===== src/fbpa_pkg.sv =====
// Shared types and constants for the fixed block pool allocator.
package fbpa_pkg;

  localparam int POOL_DEPTH = 1024;
  localparam int QW         = $clog2(POOL_DEPTH);
  localparam int IDX_W      = QW + 1;
  localparam int OFF_W      = 26;
  localparam int USZ_W      = 16;
  localparam int UNITS_W    = 11;
  localparam int CFG_IDX_W  = 1;
  localparam int CFG_W      = 16;
  localparam int MIN_UNIT   = 8;
  localparam int PROD_W     = IDX_W + USZ_W;

  localparam int DIV_STEPS  = (QW + 1) / 2;
  localparam int Q2_W       = 2 * DIV_STEPS;
  localparam int DSH_W      = USZ_W + Q2_W - 1;
  localparam int DIV_W      = (OFF_W > DSH_W) ? OFF_W : DSH_W;
  localparam int CNT_W      = $clog2(DIV_STEPS + 1);

  localparam logic [IDX_W-1:0] NULL_IDX = IDX_W'(POOL_DEPTH);

  localparam logic [CFG_IDX_W-1:0] CFG_UNIT_SIZE  = CFG_IDX_W'(0);
  localparam logic [CFG_IDX_W-1:0] CFG_POOL_UNITS = CFG_IDX_W'(1);

  typedef enum logic {
    FUNC_ALLOC,
    FUNC_FREE
  } func_t;

  typedef enum logic [1:0] {
    STAT_OK,
    STAT_EXHAUSTED,
    STAT_BAD_OFFSET
  } status_t;

  typedef enum logic [2:0] {
    ST_IDLE,
    ST_POP,
    ST_MUL,
    ST_CHK,
    ST_DIV
  } state_t;

  typedef struct packed {
    func_t             func;
    logic [OFF_W-1:0]  offset;
  } cmd_t;

  typedef struct packed {
    status_t           status;
    logic [OFF_W-1:0]  block_offset;
  } result_t;

endpackage


===== src/fbpa_div.sv =====
// Iterative offset divider, two quotient bits per cycle.
module fbpa_div (
  input  logic                       clk,
  input  logic                       rst,
  input  logic                       start,
  input  logic [fbpa_pkg::OFF_W-1:0] dividend,
  input  logic [fbpa_pkg::USZ_W-1:0] divisor,
  output logic                       done,
  output logic [fbpa_pkg::QW-1:0]    quot,
  output logic                       exact
);
  import fbpa_pkg::*;

  logic             active;
  logic [CNT_W-1:0] cnt;
  logic [DIV_W-1:0] rem;
  logic [DIV_W-1:0] dsh;
  logic [Q2_W-1:0]  q;

  logic [DIV_W-1:0] rem_next;
  logic [DIV_W-1:0] dsh_next;
  logic [Q2_W-1:0]  q_next;

  always_comb begin
    rem_next = rem;
    dsh_next = dsh;
    q_next   = q;
    for (int i = 0; i < 2; i++) begin
      if (rem_next >= dsh_next) begin
        rem_next = rem_next - dsh_next;
        q_next   = {q_next[Q2_W-2:0], 1'b1};
      end else begin
        q_next   = {q_next[Q2_W-2:0], 1'b0};
      end
      dsh_next = dsh_next >> 1;
    end
  end

  always_ff @(posedge clk) begin
    if (rst) begin
      active <= 1'b0;
      done   <= 1'b0;
      cnt    <= '0;
    end else begin
      done <= 1'b0;
      if (start) begin
        active <= 1'b1;
        cnt    <= '0;
      end else if (active) begin
        cnt <= cnt + CNT_W'(1);
        if (cnt == CNT_W'(DIV_STEPS - 1)) begin
          active <= 1'b0;
          done   <= 1'b1;
        end
      end
    end
  end

  always_ff @(posedge clk) begin
    if (start) begin
      rem <= DIV_W'(dividend);
      dsh <= DIV_W'(divisor) << (Q2_W - 1);
      q   <= '0;
    end else if (active) begin
      rem <= rem_next;
      dsh <= dsh_next;
      q   <= q_next;
    end
  end

  assign quot  = q[QW-1:0];
  assign exact = (rem == '0);

`ifndef NO_ASSERTIONS
  a_start_runs: assert property (@(posedge clk) disable iff (rst) start |=> active)
    else $error("divider did not start");
  a_done_idle: assert property (@(posedge clk) disable iff (rst) done |-> !active)
    else $error("divider done while active");
  a_cnt_range: assert property (@(posedge clk) disable iff (rst)
    active |-> (cnt < CNT_W'(DIV_STEPS)))
    else $error("divider step count overrun");
`endif

endmodule


===== config.mk =====
export PLATFORM = sky130hd
export DESIGN_NAME = fbpa_div
export DESIGN_NICKNAME = d
export VERILOG_FILES = /design/src/fbpa_pkg.sv /design/src/fbpa_div.sv
export SDC_FILE = /design/constraint.sdc
export NUM_CORES = 1
export LEC_CHECK = 0
export ABC_AREA = 1
export BUFFER_PORTS_ARGS = -buffer_cell sky130_fd_sc_hd__buf_2
export CAP_MARGIN = 20
export CORE_MARGIN = 2
export CORE_UTILIZATION = 61
export DETAILED_ROUTE_END_ITERATION = 12
export GPL_ROUTABILITY_DRIVEN = 1
export PLACE_DENSITY = 0.82
export SLEW_MARGIN = 0
export SYNTH_ARGS = -nofsm -noshare
export SYNTH_HDL_FRONTEND = slang
export SYNTH_SLANG_ARGS = --single-unit

===== constraint.sdc =====
create_clock -name clk -period 5.4 [get_ports clk]
set_input_delay 0.81 -clock clk [delete_from_list [all_inputs] [get_ports clk]]
set_output_delay 0.81 -clock clk [all_outputs]
set_load 0.02 [all_outputs]

==> results.md <==
* Status: finished clean
* Fin. Hold Viols at 0
* Post-synthesis sequential area ratio at 28.2%
* ANT cells at 0
* DR pass1 iterations at 6
* Startpoint types: register
* Min-delay src: quot[8]
* Worst path max stage delay at 0.45 ns
* Reg2Reg Depth at 24
* Gr ovfl total at 0
* Non-Filler Instances at around 1100
* Worst setup EP type: register
* Max-cap viol count at 0
* Slowest cell on crit path: fa_1
* DRC at 0
* Reg2reg start: rem[0]
* Total Routing Usage GR at 31.7%
* Final antenna-violating net count at 0
* Port Buffers at 56
* Fin crit share at 87.5%
* Measured slew at the worst slew-check pin at 0.948 ns
* Synth Flop Type: edfxtp_1
* Worst Path Required at between 5 and 6 ns
* Share of cells above drive strength 1 at 11.5%
* # placed instances at 1062
* Unrepaired setup endpoints after global routing: false
* Hold Path Depth at 2
* I/O pins at 57
* Post-route minimum period at 4.72 ns
* Detailed Route WL at 17200 µm
* Max Fanout on Critical Path at 33
* Hold Crit Endpoint: quot[8]
* CTS buffer count at 9
* HP Class: register to register
* Clock slew at reported path FFs at 0.08 ns
* CTS tree: built
* F_max at 212 MHz
* Critical R2R Capture: rem[23]
* Setup Skew at 0.0158 ns
* Most frequent cells after synthesis: nand2_1, inv_1, a21oi_1
* Die area at 10900 µm²
* Slew Limit Fails at 0
* RD Place Congestion at slightly above 1
* Share of the synthesized area in the top cell type at 20.4%
* Reg2Reg Setup Slack at 0.68 ns
* Final nets at 1038
* DIE WIDTH at 105 µm
* Fill cells at 900
* Seq cells post-synth at 66
* Max Root-Sink Buffers at 2
* Most frequent cell after synthesis: nand2_1
* Post-Synthesis Cells at 900
* Number of global-route vias before repair at 5606
* CTS resizes at 0
* Wire per inst at 15.9 µm
* Synth top area cells: edfxtp_1, nand2_1, ha_1, dfxtp_1, inv_1
* First-pass GRT wire length at about 28000 µm
* Area added between synthesis and finish at 7.59%
* Setup_tns at 0 ns
* DR vias/cell at 5.69
* Number of cell rows at 36
* Setup Buffers After CTS at 0
* Place WS at 0.788 ns
* Clk_lat worst skew at 0.36 ns
* Synth area leader: edfxtp_1
* DRT iter0 DRCs at approximately 540
* CP Class: register to register
* Synthesis Warnings at 0
* Final setup viols at 0
* Antenna violations before repair at 0
* Setup WS post-layout at 0.677 ns
* Crit-path cells: inv_1 > ha_1 > inv_1 > fa_1 > nand3_1 > nand3_2 > nand3_2 > nand2_4 > o21ai_0 > ha_1 > inv_1 > fa_1 > nand3_1 > nand2_1 > nand2_1 > nand2_1 > nand3_1 > nand3_1 > nand2_1 > nand3_4 > inv_4 > nand2_1 > nand3_1 > nand2_1
* CTS root buf: clkbuf_8
* CP arrival at 4.83 ns
* Asr flop ratio synth at 0%
* Detailed placer's ending HPWL at 13700 µm
* Post-CTS Hold Fix Bufs at 0
* Syn nets at between 900 and 1000
* Mapped Area at 6180 µm²
* EDFF count, synth at 42
* Core ar. at 9820 µm²
* Die Y at 105 µm
* Cell variety after synth at 45
* Most used cell, CP: nand2_1
* Clock Sink Count at 66
* Avg Cell Area, Syn at 6.86 µm²
* Initial core utilization at between 60% and 70%
* Largest net degree at the start of global routing at 45
* Vias at 6131
* Relative slew margins at 36.8%
* H-tree Lvls at 3
* Final core utilization at 67.7%
[worst max path at each step]
stage	startpoint	slack [ns]	depth (start not counted)	to
finish	rem[0]	0.68	24	rem[23]
global route	dsh[9]	0.31	26	rem[0]
CTS	rem[0]	0.77	24	rem[23]
detailed placement	rem[0]	0.79	24	rem[23]
global placement	rem[0]	0.91	24	rem[0]
floorplan	rem[0]	1.59	24	rem[22]
[layout make-up]
| cell class | instances | area, µm² | share of cell area (%) |
|---|---|---|---|
| Tap cell | 133 | 166 | 2.50 |
| Inverter | 120 | 453 | 6.81 |
| Timing Repair Buffer | 59 | 303 | 4.55 |
| Clock buffer | 9 | 124 | 1.86 |
| Multi-Input combinational cell | 684 | 3800 | 57.2 |
| Sequential cell | 66 | 1740 | 26.2 |
| Clock inverter | 7 | 57.6 | 0.866 |
[metal layers]
layer	wire (µm)	vias to the layer above	track usage [%]	share of wire [%]
li1	-	3072	-	-
met1	8020	2767	46.9	47
met2	7230	268	46.5	42
met3	1640	24	7.36	9.5
met4	278	0	7.90	1.6
met5	0	-	0	0
[critical path, delay by kind of cell, from the launching register on]
kind | cells | cell delay [ns]
AOI/OAI and AO/OA | 1 | 0.37
adders and majority gates | 4 | 1.24
buffers and inverters | 4 | 0.51
DFF | 1 | 0.42
and+or+nand+nor | 15 | 1.91
[sequential cells by signal, indices dropped and copies added, names as in the netlist]
name	cells
active	1
dsh	25
done	1
rem	26
quot	10
cnt	3
[metrics by stage]
| step | hold WS [ns] | area (µm²) |
|---|---|---|
| 3_5_place_dp | 0.446 | 6470 |
| 4_1_cts | 0.467 | 6650 |
| 5_1_grt | 0.502 | 6650 |
| 6_report | 0.469 | 6650 |
| 2_1_floorplan | 0.432 | 6180 |
| 3_3_place_gp | 0.437 | 6470 |
[cell usage in the layout (no fill, tap or decap), types with 6 or more instances in the layout]
cell type  count
nand2_1      240
inv_1        115
a21oi_1       73
nor2_1        67
o21ai_0       57
buf_2         56
ha_1          51
edfxtp_1      42
nand3_1       39
dfxtp_1       24
xnor2_1       19
xor2_1        19
o22ai_1       17
nand4_1       12
nor3_1        10
nand2_2        9
o21ai_1        9
nor4_1         9
clkbuf_8       9
a31oi_1        8
o21bai_1       6
[cell families after synthesis]
kind of cell	count (synthesis)	share of synthesized area, %
DFF	66	28.2
AOI/OAI and AO/OA	186	16.5
buffers and inverters	150	10.3
and+or+nand+nor	406	28.5
xor gates and xnor gates	38	5.39
adders and majority gates	53	11.0
muxes	1	0.162
Power is not shown: default switching activity piles up to over one toggle a cycle in this logic, so the estimate is an artifact.
